$ cat config.mk
export PLATFORM = sky130hd
export DESIGN_NAME = brace_indent_text_formatter_core
export DESIGN_NICKNAME = d
export VERILOG_FILES = /design/src/bif_pkg.sv /design/src/bif_obuf.sv /design/src/brace_indent_text_formatter_core.sv
export SDC_FILE = /design/constraint.sdc
export NUM_CORES = 1
export LEC_CHECK = 0
export BUFFER_PORTS_ARGS = -buffer_cell sky130_fd_sc_hd__buf_2
export CELL_PAD_IN_SITES_DETAIL_PLACEMENT = 0
export CELL_PAD_IN_SITES_GLOBAL_PLACEMENT = 1
export CORE_MARGIN = 3
export CORE_UTILIZATION = 51
export CTS_CLUSTER_DIAMETER = 150
export CTS_CLUSTER_SIZE = 24
export DETAILED_ROUTE_END_ITERATION = 7
export PLACE_DENSITY = 0.85
export SYNTH_ARGS = -nofsm -noshare
export SYNTH_HDL_FRONTEND = slang
export SYNTH_HIERARCHICAL = 1
export SYNTH_SLANG_ARGS = --single-unit
export TNS_END_PERCENT = 10
$ cat constraint.sdc
create_clock -name clk -period 6.3 [get_ports clk]
set_clock_uncertainty 0.1 [all_clocks]
set_input_delay 1.89 -clock clk [delete_from_list [all_inputs] [get_ports clk]]
set_output_delay 1.89 -clock clk [all_outputs]
set_load 0.02 [all_outputs]
$ cat src/bif_pkg.sv
// ----------------------------------------------------------------------------
// bif_pkg: shared types and constants of the brace indent formatter
// payload structs, character codes and the link between sequencer and buffer
// ----------------------------------------------------------------------------
package bif_pkg;

  // depth saturation limit and storage widths
  localparam int MAX_DEPTH = 15;
  localparam int DEPTH_W   = 5;
  localparam int IND_W     = 6;

  // character codes
  localparam logic [7:0] CH_NL   = 8'h0a;
  localparam logic [7:0] CH_SP   = 8'h20;
  localparam logic [7:0] CH_SEMI = 8'h3b;
  localparam logic [7:0] CH_OPEN = 8'h7b;
  localparam logic [7:0] CH_CLOS = 8'h7d;

  typedef struct packed {
    logic [7:0] in_byte;
    logic       in_last;
  } in_item_t;

  typedef struct packed {
    logic [7:0] out_byte;
    logic       has_byte;
    logic       run_last;
    logic       text_end;
  } out_item_t;

  // sequencer to output buffer
  typedef struct packed {
    logic       push;
    logic [7:0] push_byte;
    logic       flush;
    logic       flush_end;
  } obuf_req_t;

  // output buffer to sequencer
  typedef struct packed {
    logic push_ok;
    logic flush_ok;
  } obuf_stat_t;

endpackage

$ cat src/bif_obuf.sv
// ----------------------------------------------------------------------------
// bif_obuf: look-ahead byte and output register
// holds one byte back so the last byte of an item can carry run_last
// ----------------------------------------------------------------------------
module bif_obuf (
  input  logic                   clk,
  input  logic                   rst_n,
  input  bif_pkg::obuf_req_t     req,
  output bif_pkg::obuf_stat_t    stat,
  output logic                   out_valid,
  input  logic                   out_ready,
  output bif_pkg::out_item_t     out_data
);
  import bif_pkg::*;

  logic       pend_valid_r, pend_valid_nxt;
  logic [7:0] pend_byte_r, pend_byte_nxt;
  logic       out_valid_r, out_valid_nxt;
  out_item_t  out_data_r, out_data_nxt;
  logic       out_free;

  assign out_free      = !out_valid_r || out_ready;
  assign stat.push_ok  = !pend_valid_r || out_free;
  assign stat.flush_ok = !(pend_valid_r || req.flush_end) || out_free;

  always_comb begin
    pend_valid_nxt = pend_valid_r;
    pend_byte_nxt  = pend_byte_r;
    out_valid_nxt  = out_valid_r;
    out_data_nxt   = out_data_r;
    if (out_valid_r && out_ready) begin
      out_valid_nxt = 1'b0;
    end
    if (req.push && stat.push_ok) begin
      // an older byte is now known not to end its item
      if (pend_valid_r) begin
        out_valid_nxt = 1'b1;
        out_data_nxt  = '{out_byte: pend_byte_r, has_byte: 1'b1,
                          run_last: 1'b0, text_end: 1'b0};
      end
      pend_valid_nxt = 1'b1;
      pend_byte_nxt  = req.push_byte;
    end else if (req.flush && stat.flush_ok) begin
      if (pend_valid_r) begin
        out_valid_nxt  = 1'b1;
        out_data_nxt   = '{out_byte: pend_byte_r, has_byte: 1'b1,
                           run_last: 1'b1, text_end: req.flush_end};
        pend_valid_nxt = 1'b0;
      end else if (req.flush_end) begin
        // bare end marker
        out_valid_nxt = 1'b1;
        out_data_nxt  = '{out_byte: 8'h00, has_byte: 1'b0,
                          run_last: 1'b1, text_end: 1'b1};
      end
    end
  end

  always_ff @(posedge clk) begin
    if (!rst_n) begin
      pend_valid_r <= 1'b0;
      out_valid_r  <= 1'b0;
    end else begin
      pend_valid_r <= pend_valid_nxt;
      out_valid_r  <= out_valid_nxt;
    end
  end

  always_ff @(posedge clk) begin
    pend_byte_r <= pend_byte_nxt;
    out_data_r  <= out_data_nxt;
  end

  assign out_valid = out_valid_r;
  assign out_data  = out_data_r;

endmodule

$ cat src/brace_indent_text_formatter_core.sv
// ----------------------------------------------------------------------------
// brace_indent_text_formatter_core: byte stream reformatter with brace indent
// path: an accepted byte passes through the blank, indent and hold states of the sequencer
//   into the look-ahead byte; the look-ahead byte holds the item's last result until its end
// flow: a new input byte is taken only in idle, after the previous one is flushed; indent
//   spaces, released newlines, inserted breaks, implied newlines and collapsed spaces add
//   work; output stalls hold the sequencer; the shared emitter sends every result
// reset: rst_n synchronous active low; line state returns to start of text
// ----------------------------------------------------------------------------
module brace_indent_text_formatter_core (
  input  logic               clk,
  input  logic               rst_n,
  input  logic               in_valid,
  output logic               in_ready,
  input  bif_pkg::in_item_t  in_data,
  output logic               out_valid,
  input  logic               out_ready,
  output bif_pkg::out_item_t out_data
);
  import bif_pkg::*;

  // sequencer states
  typedef enum logic [4:0] {
    ST_IDLE   = 5'b00001,
    ST_BLANK  = 5'b00010,
    ST_INDENT = 5'b00100,
    ST_HOLD   = 5'b01000,
    ST_FLUSH  = 5'b10000
  } state_t;

  // position inside one input: inserted break, the character, implied newline
  typedef enum logic [1:0] {
    SLOT_BRK  = 2'd0,
    SLOT_CHR  = 2'd1,
    SLOT_END  = 2'd2,
    SLOT_DONE = 2'd3
  } slot_t;

  localparam logic signed [DEPTH_W-1:0] DMAX = DEPTH_W'(MAX_DEPTH);
  localparam logic signed [DEPTH_W-1:0] DMIN = -DMAX;

  function automatic logic is_break(input logic [7:0] c);
    return (c == CH_SEMI) || (c == CH_OPEN) || (c == CH_CLOS);
  endfunction

  state_t                    state_r, state_nxt;
  slot_t                     slot_r, slot_nxt;
  logic                      sub_r, sub_nxt;
  logic [7:0]                byte_r, byte_nxt;
  logic                      last_r, last_nxt;
  logic [IND_W-1:0]          cnt_r, cnt_nxt;
  logic [7:0]                hold_r, hold_nxt;

  // line state
  logic                      brk_owed_r, brk_owed_nxt;
  logic                      clean_r, clean_nxt;
  logic                      sp_owed_r, sp_owed_nxt;
  logic                      prev_nl_r, prev_nl_nxt;
  logic                      at_start_r, at_start_nxt;
  logic signed [DEPTH_W-1:0] depth_r, depth_nxt;
  logic                      nl_owed_r, nl_owed_nxt;

  // dispatch scratch
  logic [7:0]                slot_chr;
  logic                      slot_vis;
  logic                      tail_nl;
  slot_t                     slot_adv;
  logic                      blk_has;
  logic [7:0]                blk_chr;
  logic                      do_ind;
  logic signed [DEPTH_W-1:0] depth_a;
  logic                      ind_lead;
  logic [IND_W-1:0]          ind_cnt;
  logic [7:0]                hold_chr;
  logic                      hold_done;

  obuf_req_t                 obuf_req;
  obuf_stat_t                obuf_stat;

  assign in_ready = (state_r == ST_IDLE);

  // current character fed to the space stage
  assign slot_chr = (slot_r == SLOT_CHR) ? byte_r : CH_NL;
  assign slot_vis = (slot_chr != CH_NL) && (slot_chr != CH_SP);
  // missing final newline is implied after the last character
  assign tail_nl  = last_r && (byte_r != CH_NL);

  always_comb begin
    unique case (slot_r)
      SLOT_BRK: slot_adv = SLOT_CHR;
      SLOT_CHR: slot_adv = tail_nl ? SLOT_END : SLOT_DONE;
      default:  slot_adv = SLOT_DONE;
    endcase
  end

  always_comb begin
    state_nxt    = state_r;
    slot_nxt     = slot_r;
    sub_nxt      = sub_r;
    byte_nxt     = byte_r;
    last_nxt     = last_r;
    cnt_nxt      = cnt_r;
    hold_nxt     = hold_r;
    brk_owed_nxt = brk_owed_r;
    clean_nxt    = clean_r;
    sp_owed_nxt  = sp_owed_r;
    prev_nl_nxt  = prev_nl_r;
    at_start_nxt = at_start_r;
    depth_nxt    = depth_r;
    nl_owed_nxt  = nl_owed_r;
    blk_has      = 1'b0;
    blk_chr      = slot_chr;
    do_ind       = 1'b0;
    depth_a      = depth_r;
    ind_lead     = 1'b0;
    ind_cnt      = '0;
    hold_chr     = hold_r;
    hold_done    = 1'b0;
    obuf_req     = '0;

    unique case (state_r)
      ST_IDLE: begin
        if (in_valid) begin
          byte_nxt     = in_data.in_byte;
          last_nxt     = in_data.in_last;
          // an owed break becomes a newline unless one arrives anyway
          slot_nxt     = (brk_owed_r && (in_data.in_byte != CH_NL)) ? SLOT_BRK
                                                                      : SLOT_CHR;
          sub_nxt      = 1'b0;
          brk_owed_nxt = is_break(in_data.in_byte);
          state_nxt    = ST_BLANK;
        end
      end

      ST_BLANK: begin
        if (slot_r == SLOT_DONE) begin
          state_nxt = ST_FLUSH;
        end else begin
          if (!sub_r && slot_vis && sp_owed_r) begin
            // collapsed space run goes out before the visible character
            blk_has     = 1'b1;
            blk_chr     = CH_SP;
            sp_owed_nxt = 1'b0;
            sub_nxt     = 1'b1;
          end else begin
            sub_nxt  = 1'b0;
            slot_nxt = slot_adv;
            if (slot_chr == CH_NL) begin
              sp_owed_nxt = 1'b0;
              clean_nxt   = 1'b1;
              blk_has     = 1'b1;
            end else if (slot_chr == CH_SP) begin
              if (!clean_r) begin
                sp_owed_nxt = 1'b1;
              end
            end else begin
              blk_has   = 1'b1;
              clean_nxt = 1'b0;
            end
          end

          // blank line removal: a second newline in a row is dropped
          do_ind = blk_has && !((blk_chr == CH_NL) && prev_nl_r);
          if (blk_has) begin
            prev_nl_nxt = (blk_chr == CH_NL);
          end

          if (do_ind) begin
            // closing brace at line start lowers the level before the indent
            if ((blk_chr == CH_CLOS) && at_start_r && (depth_r > DMIN)) begin
              depth_a = depth_r - DEPTH_W'(1);
            end
            ind_lead = at_start_r && (blk_chr != CH_NL);
            if (ind_lead && (depth_a > 0)) begin
              ind_cnt = {depth_a[DEPTH_W-2:0], 2'b00};
            end
            if (ind_lead) begin
              at_start_nxt = 1'b0;
            end
            if (blk_chr == CH_NL) begin
              at_start_nxt = 1'b1;
            end
            depth_nxt = depth_a;
            if ((blk_chr == CH_OPEN) && (depth_a < DMAX)) begin
              depth_nxt = depth_a + DEPTH_W'(1);
            end
            cnt_nxt   = ind_cnt;
            hold_nxt  = blk_chr;
            state_nxt = (ind_cnt != '0) ? ST_INDENT : ST_HOLD;
          end else if (slot_nxt == SLOT_DONE) begin
            state_nxt = ST_FLUSH;
          end
        end
      end

      ST_INDENT, ST_HOLD: begin
        // shared emitter: a newline is held until a further character follows
        hold_chr = (state_r == ST_INDENT) ? CH_SP : hold_r;
        if (hold_chr == CH_NL) begin
          nl_owed_nxt = 1'b1;
          hold_done   = 1'b1;
        end else begin
          obuf_req.push      = 1'b1;
          obuf_req.push_byte = nl_owed_r ? CH_NL : hold_chr;
          if (obuf_stat.push_ok) begin
            if (nl_owed_r) begin
              nl_owed_nxt = 1'b0;
            end else begin
              hold_done = 1'b1;
            end
          end
        end
        if (hold_done) begin
          if (state_r == ST_INDENT) begin
            cnt_nxt = cnt_r - IND_W'(1);
            if (cnt_r == IND_W'(1)) begin
              state_nxt = ST_HOLD;
            end
          end else begin
            state_nxt = (slot_r == SLOT_DONE) ? ST_FLUSH : ST_BLANK;
          end
        end
      end

      ST_FLUSH: begin
        // mark the last result of the item, or send a bare end marker
        obuf_req.flush     = 1'b1;
        obuf_req.flush_end = last_r;
        if (obuf_stat.flush_ok) begin
          state_nxt = ST_IDLE;
          if (last_r) begin
            brk_owed_nxt = 1'b0;
            clean_nxt    = 1'b1;
            sp_owed_nxt  = 1'b0;
            prev_nl_nxt  = 1'b0;
            at_start_nxt = 1'b1;
            depth_nxt    = '0;
            nl_owed_nxt  = 1'b0;
          end
        end
      end

      default: begin
        state_nxt = ST_IDLE;
      end
    endcase
  end

  always_ff @(posedge clk) begin
    if (!rst_n) begin
      state_r    <= ST_IDLE;
      slot_r     <= SLOT_DONE;
      sub_r      <= 1'b0;
      brk_owed_r <= 1'b0;
      clean_r    <= 1'b1;
      sp_owed_r  <= 1'b0;
      prev_nl_r  <= 1'b0;
      at_start_r <= 1'b1;
      depth_r    <= '0;
      nl_owed_r  <= 1'b0;
      cnt_r      <= '0;
    end else begin
      state_r    <= state_nxt;
      slot_r     <= slot_nxt;
      sub_r      <= sub_nxt;
      brk_owed_r <= brk_owed_nxt;
      clean_r    <= clean_nxt;
      sp_owed_r  <= sp_owed_nxt;
      prev_nl_r  <= prev_nl_nxt;
      at_start_r <= at_start_nxt;
      depth_r    <= depth_nxt;
      nl_owed_r  <= nl_owed_nxt;
      cnt_r      <= cnt_nxt;
    end
  end

  // item payload
  always_ff @(posedge clk) begin
    byte_r <= byte_nxt;
    last_r <= last_nxt;
    hold_r <= hold_nxt;
  end

  bif_obuf u_obuf (
    .clk       (clk),
    .rst_n     (rst_n),
    .req       (obuf_req),
    .stat      (obuf_stat),
    .out_valid (out_valid),
    .out_ready (out_ready),
    .out_data  (out_data)
  );

  // brace level never leaves its saturation window
  a_depth_range: assert property (@(posedge clk) disable iff (!rst_n)
    (depth_r <= DMAX) && (depth_r >= DMIN))
    else $error("brace depth out of range");

  // indent burst always has spaces left to send
  a_indent_cnt: assert property (@(posedge clk) disable iff (!rst_n)
    (state_r == ST_INDENT) |-> (cnt_r != '0))
    else $error("indent state with empty count");

  // a result without a character only closes a text
  a_bare_marker: assert property (@(posedge clk) disable iff (!rst_n)
    (out_valid && !out_data.has_byte) |->
      (out_data.text_end && out_data.run_last && (out_data.out_byte == 8'h00)))
    else $error("bare result is not a clean end marker");

  // one item at a time: no transfer right after a transfer
  a_busy_after_take: assert property (@(posedge clk) disable iff (!rst_n)
    (in_valid && in_ready) |=> !in_ready)
    else $error("input taken while an item is in work");

endmodule

# [Word level (Yosys, flattened, before mapping)]
# Index checks and enable logic that the tools add are counted.
[totals] elab_cells=223 ff_bits=63 inputBits=13
[classes] eq_ne=40 mux=102 magnitude_cmp=3 bitwise=2 n_reduce_logical=51 add_sub_neg=3
[ops] operator="$mux 5" n=18
[ops] operator="$mux 11" n=5
[ops] operator="$mux 6" n=8
[ops] operator="$mux 8" n=6
[ops] operator="$mux 1" n=44
[ops] operator="$eq 8x7->1 const B" n=4
[ops] operator="$ne 8x4->1 const B" n=4
[ops] operator="$eq 8x4->1 const B" n=3
[ops] operator="$pmux 5 s4" n=1
[ops] operator="$reduce_and 5->1" n=4
[ops] operator="$mux 9" n=2
[ops] operator="$reduce_and 6->1" n=3
[ops] operator="$eq 8x6->1 const B" n=2
[ops] operator="$ne 2x2->1 const B" n=8
[ops] operator="$logic_and 1x1->1" n=15
[ops] operator="$pmux 1 s2" n=7
[ops] operator="$reduce_bool 2->1" n=7
[ops] operator="$mux 2" n=6
[ops] operator="$ne 4x4->1 const B" n=3
[ops] operator="$pmux 6 s2" n=1
[ops] operator="$pmux 5 s2" n=1
[ops] operator="$ne 3x3->1 const B" n=3
[ops] operator="$reduce_and 3->1" n=3
[ops] operator="$ne 8x6->1 const B" n=1
[ops] operator="other kinds (27)" n=42

# [Depth between registers and ports, before layout]
# Gate-level depths: netlist of run 1.
[logic_depth] depth_word=27 ltp_mapped=13 mapped_depth_nobuf=12

# [Cells and area by module]
# Netlist of run 1, hierarchy kept.
[modules_own_cells] module="brace_indent_text_formatter_core" area_per_inst_um2=2825.2 cells_per_inst=329 n_inst=1
[modules_own_cells] module="bif_obuf" area_per_inst_um2=783.3 cells_per_inst=45 n_inst=1

# [Worst setup path before layout of run 1]
# OpenSTA, ideal clock, no wires.
[synth_path] kind="input to register" startpoint="input out_ready" endpoint="register state_r[0]" stages=7 setup_slack_ns=3.032 setup_ns=0.087 n_path_buf=0 t_arrival_ns=3.081 t_required_ns=6.113 path_cell_list="nor2b_4 > o21ai_0 > nor4bb_1 > a21oi_1 > o221ai_1 > a311oi_1 > o31ai_1"
[synth_lines] item="start: declaration" line_no="brace_indent_text_formatter_core.sv:17" text="input logic out_ready,"
[synth_lines] item="end signal: assignment" line_no="brace_indent_text_formatter_core.sv:263" text="state_r <= state_nxt;"
[synth_lines] item="end: declaration" line_no="brace_indent_text_formatter_core.sv:46" text="state_t state_r, state_nxt;"

# [Final worst setup path of run 1]
[layout_path] startpoint="register state_r[2]" endpoint="output in_ready"
[layout_via] elab_chain_len=1
[layout_lines] item="$eq 5x1->1" line_no="brace_indent_text_formatter_core.sv:80" text="assign in_ready = (state_r == ST_IDLE);"
[layout_lines] item="end: declaration" line_no="brace_indent_text_formatter_core.sv:14" text="output logic in_ready,"
# No other way between the ends.

==> flow_metrics.env, run 1 <==
export IMPL_status="completed"
export IMPL_antenna_found_initial=0
export IMPL_p_per_area_mw_per_mm2=246
export IMPL_crit_arrival_ns=1.69
export IMPL_r2r_end="depth_r[4]$_SDFFE_PN0P_"
export IMPL_layout_worst_path_cycle_share=0.584
export IMPL_critPathBufInv=2
export IMPL_cts_reportedPaths_clkPinSlew_ns=0.07
export IMPL_cts_setup_buffers=0
export IMPL_htree_levels=3
export IMPL_io_pins=26
export IMPL_start_util=0.528
export IMPL_hold_violations=0
export IMPL_setup_viol=0
export IMPL_synthTopCellsByCount="edfxtp_1 (36), nor2_1 (35), nand2_1 (31), dfxtp_1 (27), o21ai_0 (21)"
export IMPL_cts_tree="built"
export IMPL_r2r_start="byte_r[7]$_DFFE_PP_"
export IMPL_insertion_delay_ns=0.36
export IMPL_p_switching_mw=0.272
export IMPL_fin_setup_tns_ns=0
export IMPL_seqPwrFrac=0.476
export IMPL_end_kind="output port"
export IMPL_p_sw_frac=0.275
export IMPL_final_cells=499
export IMPL_grt_pass1_wl_mm=13.1
export IMPL_routed_via_density=5.92
export IMPL_drc=0
export IMPL_power_frac_clock=0.407
export IMPL_die_h_um=90.1
export IMPL_r2r_slack_ns=2.98
export IMPL_cts_root_buffer="clkbuf_8"
export IMPL_cts_buffer_depth=2
export IMPL_startpoint_type="flop"
export IMPL_worstPathCellList="nor3_1 -> nand3b_1 -> inv_1 -> buf_2"
export IMPL_yosys_top_cells_area="edfxtp_1 (30%), dfxtp_1 (15%), nor2_1 (3.6%), nand2_1 (3.2%), o21ai_0 (2.9%)"
export IMPL_crit_type="flop to output port"
export IMPL_yosysTopAreaCell="edfxtp_1"
export IMPL_max_stage_delay_ns=0.41
export IMPL_hold_ws_ns=0.381
export IMPL_syn_area_per_cell_um2=9.65
export IMPL_yosysMostFrequentCell="edfxtp_1"
export IMPL_grt_overflow_total=0
export IMPL_worst_pin_slew_ns=0.834
export IMPL_synth_ff_type="edfxtp_1"
export IMPL_synth_top_area_share=0.300
export IMPL_place_area_mm2=0.00381
export IMPL_clock_sinks=63
export IMPL_finalWeightedCongestion=0.910
export IMPL_ir_drop_mv=0.155
export IMPL_synthArstFlopShare=0
export IMPL_min_to="cnt_r[5]$_SDFFE_PN0P_"
export IMPL_holdPathStages=2
export IMPL_min_path_type="flop to flop"
export IMPL_ctsHoldBuffers=0
export IMPL_leakagePower_nw=1.46
export IMPL_finalWirelength_mm=8.02
export IMPL_final_nets=417
export IMPL_fin_crit_ns=3.68
export IMPL_synth_warnings=6
export IMPL_dieArea_mm2=0.00812
export IMPL_p_int_mw=0.719
export IMPL_post_cts_resized=0
export IMPL_crit_required_ns=4.31
export IMPL_relSlewSlack=0.442
export IMPL_io_buffers=25
export IMPL_die_width_um=90.1
export IMPL_layout_drive_gt1_share=0.181
export IMPL_vias=2952
export IMPL_grt_use_total=0.200
export IMPL_grt_pass1_vias=2728
export IMPL_dp_hpwl_mm=5.94
export IMPL_timing_final_ws_setup_ns=2.62
export IMPL_cap_violations=0
export IMPL_ys_seq_area_frac=0.449
export IMPL_cts_buffers=9
export IMPL_fin_area_mm2=0.00403
export IMPL_crit_fanout=8
export IMPL_postRouteAntennaNets=0
export IMPL_timing_fmax_mhz=272
export IMPL_slew_viol_final=0
export IMPL_synth_edf_count=36
export IMPL_reg2reg_depth=10
export IMPL_critical_path_top_delay_family="simple AND/OR/NAND/NOR gates"
export IMPL_core_area_mm2=0.00683
export IMPL_drt_iter0_drc=196
export IMPL_dpl_worst_slack_ns=2.57
export IMPL_antenna_cells=0
export IMPL_grt_max_degree=19
export IMPL_pwr_share_comb=0.117
export IMPL_ys_types=75
export IMPL_wl_per_cell_um=16.1
export IMPL_synth_nets=393
export IMPL_worst_path_max_delay_cell="dfxtp_1"
export IMPL_area_delta_synth_final_pct=11.8
export IMPL_synth_seq_cells=63
export IMPL_hold_path_startpoint="cnt_r[5]$_SDFFE_PN0P_"
export IMPL_synthCells=374
export IMPL_drt_pass1_iter_count=5
export IMPL_dp_cells=483
export IMPL_syn_area_mm2=0.00361
export IMPL_rsz0062_at_grt="no"
export IMPL_rows=30
==> sequential cells by signal, summed over array words and instances (netlist names), 2 cells and up <==
name and flops:
u_obuf/pend_byte_r 8, u_obuf/out_data 11, slot_r 2, byte_r 8, cnt_r 6, hold_r 8, state_r 5, depth_r 5
==> through the flow <==
step	power, mW	utilization
detailed placement	0.594	0.557
global route	1.03	0.590
floorplan	0.559	-
finish	0.992	0.590
global placement	0.594	0.557
CTS	0.995	0.590
==> layout make-up <==
cell class | count | area, µm²
Tap cell | 96 | 120
Timing Repair Buffer | 27 | 140
Sequential cell | 63 | 1620
Inverter | 16 | 60.1
Clock buffer | 9 | 124
Fill cell | 609 | 2800
Multi-Input combinational cell | 281 | 1860
Clock inverter | 7 | 104
==> metal layers <==
metal,routed length [µm],GRT usage,up-vias
met5,0,0,-
met4,152,0.0867,0
met3,425,0.0418,17
met2,3630,0.306,85
met1,3820,0.274,1396
li1,-,-,1454
==> worst max-delay path by stage <==
stage                            startpoint                      end  slack (ns)  cells after the start
floorplan                         out_ready  state_r[0]$_SDFFE_PN1P_        3.03                      7
global placement                  out_ready  state_r[0]$_SDFFE_PN1P_        2.71                      8
detailed placement                out_ready  state_r[0]$_SDFFE_PN1P_        2.57                      8
finish              state_r[2]$_SDFFE_PN0P_                 in_ready        2.62                      4
CTS                 state_r[2]$_SDFFE_PN0P_                 in_ready        2.67                      4
global route        state_r[2]$_SDFFE_PN0P_                 in_ready        2.54                      4
==> power groups by stage <==
stage / Sequential [mW] / Combinational (mW) / Clock, mW
2_1_floorplan: 0.472 / 0.0861 / 0
3_3_place_gp: 0.480 / 0.114 / 0
3_5_place_dp: 0.481 / 0.114 / 0
4_1_cts: 0.471 / 0.114 / 0.409
5_1_grt: 0.475 / 0.125 / 0.430
6_report: 0.472 / 0.116 / 0.404
==> logic make-up after synthesis <==
kind of cell	count (synthesis)	share of synthesized area
compound gates	90	0.179
xor+xnor	8	0.0194
fa+ha+maj	6	0.0208
buf+inv	30	0.0340
flops	63	0.449
mux	4	0.0114
simple gates	173	0.286
==> placed cells by master (no fill, tap or decap), types with 4 or more instances in the layout <==
cell      Yosys  layout
clkbuf_8      0       9
a31oi_1       6       6
inv_1        14      14
edfxtp_1     36      36
buf_2         4      25
xnor2_1       7       7
nand2_1      31      31
and2b_2       9       9
a21oi_1      19      19
nor3_1        9       9
a211oi_1      6       6
nor2_1       35      35
o21ai_0      21      21
nand3b_1      7       7
and3_1        8       8
nor2b_1       9       9
nor4b_1       5       5
nor4_1        4       4
o22ai_1       4       4
dfxtp_1      27      27
and2_1        5       5
ha_1          6       6
nand2b_1      6       6
nand4_1       5       5
nand3_1      11      11
==> worst register-to-register path: stages (launching register included) <==
cell	delay [ns]
edfxtp_1	0.48
nand4b_1	0.33
a2111oi_2	0.69
and2_1	0.44
xnor2_1	0.22
inv_1	0.08
ha_1	0.20
nand2_1	0.10
o21bai_1	0.13
mux2_2	0.35
o21ai_0	0.13
Note: power is estimated with default switching activity, not from simulation.
==> run 2, diff against run 1 <==
--- a/config.mk
+++ b/config.mk
@@ -9,11 +9,11 @@
 export CELL_PAD_IN_SITES_DETAIL_PLACEMENT = 0
 export CELL_PAD_IN_SITES_GLOBAL_PLACEMENT = 1
 export CORE_MARGIN = 3
-export CORE_UTILIZATION = 51
+export CORE_UTILIZATION = 43
 export CTS_CLUSTER_DIAMETER = 150
 export CTS_CLUSTER_SIZE = 24
 export DETAILED_ROUTE_END_ITERATION = 7
-export PLACE_DENSITY = 0.85
+export PLACE_DENSITY = 0.77
 export SYNTH_ARGS = -nofsm -noshare
 export SYNTH_HDL_FRONTEND = slang
 export SYNTH_HIERARCHICAL = 1
==> constraint.sdc (replaced) <==
create_clock -name clk -period 3.13 [get_ports clk]
set_clock_uncertainty 0.1 [all_clocks]
set_input_delay 0.939 -clock clk [delete_from_list [all_inputs] [get_ports clk]]
set_output_delay 0.939 -clock clk [all_outputs]
set_load 0.02 [all_outputs]
==> flow_metrics.env, run 2 (synthesis gave the netlist of run 1 again) <==
export IMPL_reg2reg_depth=10
export IMPL_routed_via_density=5.83
export IMPL_rsz0062_at_grt="no"
export IMPL_max_stage_delay_ns=0.59
export IMPL_timing_fmax_mhz=342
export IMPL_postRouteAntennaNets=0
export IMPL_relSlewSlack=0.474
export IMPL_cts_reportedPaths_clkPinSlew_ns=0.08
export IMPL_holdPathStages=2
export IMPL_cts_buffers=9
export IMPL_cap_violations=0
export IMPL_wl_per_cell_um=16.8
export IMPL_slew_viol_final=0
export IMPL_timing_final_ws_setup_ns=0.209
export IMPL_start_util=0.455
export IMPL_htree_levels=3
export IMPL_place_area_mm2=0.00391
export IMPL_setup_viol=0
export IMPL_hold_path_startpoint="cnt_r[5]$_SDFFE_PN0P_"
export IMPL_layout_worst_path_cycle_share=0.933
export IMPL_cts_root_buffer="clkbuf_8"
export IMPL_dieArea_mm2=0.00953
export IMPL_cts_tree="built"
export IMPL_grt_max_degree=16
export IMPL_ctsHoldBuffers=0
export IMPL_worst_path_max_delay_cell="or4_4"
export IMPL_insertion_delay_ns=0.35
export IMPL_layout_drive_gt1_share=0.209
export IMPL_fin_crit_ns=2.92
export IMPL_n_fill_cell=744
export IMPL_vias=3018
export IMPL_r2r_slack_ns=0.21
export IMPL_r2r_start="byte_r[2]$_DFFE_PP_"
export IMPL_crit_required_ns=3.31
export IMPL_finalWeightedCongestion=0.820
export IMPL_largest_reg_flops=11
export IMPL_status="completed"
export IMPL_worst_pin_slew_ns=0.784
export IMPL_fin_util=0.526
export IMPL_die_width_um=97.6
export IMPL_die_h_um=97.6
export IMPL_finalWirelength_mm=8.72
export IMPL_grt_use_total=0.186
export IMPL_power_mw=2.10
export IMPL_io_buffers=25
export IMPL_min_path_type="flop to flop"
export IMPL_worstPathCellList="or4_4 -> o221ai_4 -> and2_1 -> xnor2_1 -> inv_1 -> ha_1 -> nand2_1 -> o21bai_1 -> mux2_2 -> o21ai_0"
export IMPL_seqPwrFrac=0.453
export IMPL_startpoint_type="flop"
export IMPL_clock_sinks=63
export IMPL_p_per_area_mw_per_mm2=504
export IMPL_drt_iter0_drc=146
export IMPL_p_int_mw=1.55
export IMPL_antenna_found_initial=0
export IMPL_cts_buffer_depth=2
export IMPL_fin_setup_tns_ns=0
export IMPL_leakagePower_nw=1.54
export IMPL_cts_setup_buffers=0
export IMPL_antenna_cells=0
export IMPL_fin_area_mm2=0.00417
export IMPL_r2r_end="depth_r[4]$_SDFFE_PN0P_"
export IMPL_drt_pass1_iter_count=5
export IMPL_pwr_share_comb=0.116
export IMPL_final_cell_mix="edfxtp_1 (36), nor2_1 (35), nand2_1 (31), dfxtp_1 (27), buf_2 (25)"
export IMPL_crit_fanout=8
export IMPL_grt_pass1_vias=2832
export IMPL_crit_type="flop to flop"
export IMPL_grt_overflow_total=0
export IMPL_dp_hpwl_mm=6.46
export IMPL_final_common_cell="edfxtp_1"
export IMPL_p_sw_frac=0.261
export IMPL_drc=0
export IMPL_area_delta_synth_final_pct=15.6
export IMPL_hold_violations=0
export IMPL_p_switching_mw=0.549
export IMPL_core_area_mm2=0.00793
export IMPL_grt_pass1_wl_mm=14.1
export IMPL_dpl_worst_slack_ns=0.229
export IMPL_post_cts_resized=0
export IMPL_crit_arrival_ns=3.10
export IMPL_end_kind="flop"
export IMPL_critPathBufInv=1
export IMPL_io_pins=26
export IMPL_ir_drop_mv=0.338
export IMPL_critical_path_top_delay_family="simple AND/OR/NAND/NOR gates"
export IMPL_rows=32
export IMPL_min_to="cnt_r[5]$_SDFFE_PN0P_"
export IMPL_final_nets=430
export IMPL_power_frac_clock=0.431
==> run 2: cell types whose count changed in the layout (fill, tap and decap cells not counted) <==
| cell | delta |
|---|---|
| buf_4 | +13 |
| nor3_2 | +1 |
| inv_6 | -1 |
| clkinv_4 | -1 |
| nor3_1 | -1 |
| bufinv_16 | +1 |
| clkbuf_8 | +1 |
==> run 2: how the worst max path moves through the flow <==
stage	start	endpoint	slack (ns)	cells past startpoint
6_report	byte_r[2]$_DFFE_PP_	depth_r[4]$_SDFFE_PN0P_	0.21	10
5_1_grt	byte_r[2]$_DFFE_PP_	depth_r[4]$_SDFFE_PN0P_	0.03	10
4_1_cts	byte_r[2]$_DFFE_PP_	depth_r[4]$_SDFFE_PN0P_	0.21	10
3_5_place_dp	byte_r[2]$_DFFE_PP_	depth_r[4]$_SDFFE_PN0P_	0.23	10
3_3_place_gp	depth_r[1]$_SDFFE_PN0P_	cnt_r[3]$_SDFFE_PN0P_	0.29	10
2_1_floorplan	slot_r[0]$_SDFFE_PN1P_	depth_r[2]$_SDFFE_PN0P_	0.28	7
==> run 2: worst register-to-register path: stages, from the launching register on <==
cell      delay [ns]
edfxtp_1        0.48
or4_4           0.59
o221ai_4        0.28
and2_1          0.26
xnor2_1         0.20
inv_1           0.08
ha_1            0.20
nand2_1         0.08
o21bai_1        0.11
mux2_2          0.34
o21ai_0         0.12
==> run 2: metrics by stage <==
stage | hold slack, ns | instances
after detailed placement | 0.368 | 502
after floorplan | 0.344 | 374
after global placement | 0.357 | 502
after CTS | 0.379 | 518
final | 0.374 | 518
after global routing | 0.410 | 518
==> run 2: routing by layer <==
metal	part of all wire	vias up	GRT usage
met4	0.019	0	0.0767
met3	0.048	15	0.0352
met2	0.47	90	0.296
met1	0.46	1434	0.248
met5	0	-	0
li1	-	1479	-
==> run 2: power by group through the flow <==
| stage | sequential (mW) | clock, mW | combinational, mW |
|---|---|---|---|
| final | 0.951 | 0.907 | 0.243 |
| after global routing | 0.956 | 0.970 | 0.265 |
| after CTS | 0.948 | 0.926 | 0.240 |
| after detailed placement | 0.967 | 0 | 0.238 |
| after global placement | 0.965 | 0 | 0.240 |
| after floorplan | 0.951 | 0 | 0.173 |
==> run 2: layout make-up <==
| cell class | instances | area [µm²] | share of cell area |
|---|---|---|---|
| multi-input cells | 281 | 1870 | 0.448 |
| flip-flops and latches | 63 | 1620 | 0.389 |
| repair buffers | 40 | 238 | 0.0570 |
| clock buffers | 10 | 138 | 0.0330 |
| well taps | 102 | 128 | 0.0306 |
| clock inverters | 6 | 116 | 0.0279 |
| inverters | 16 | 60.1 | 0.0144 |
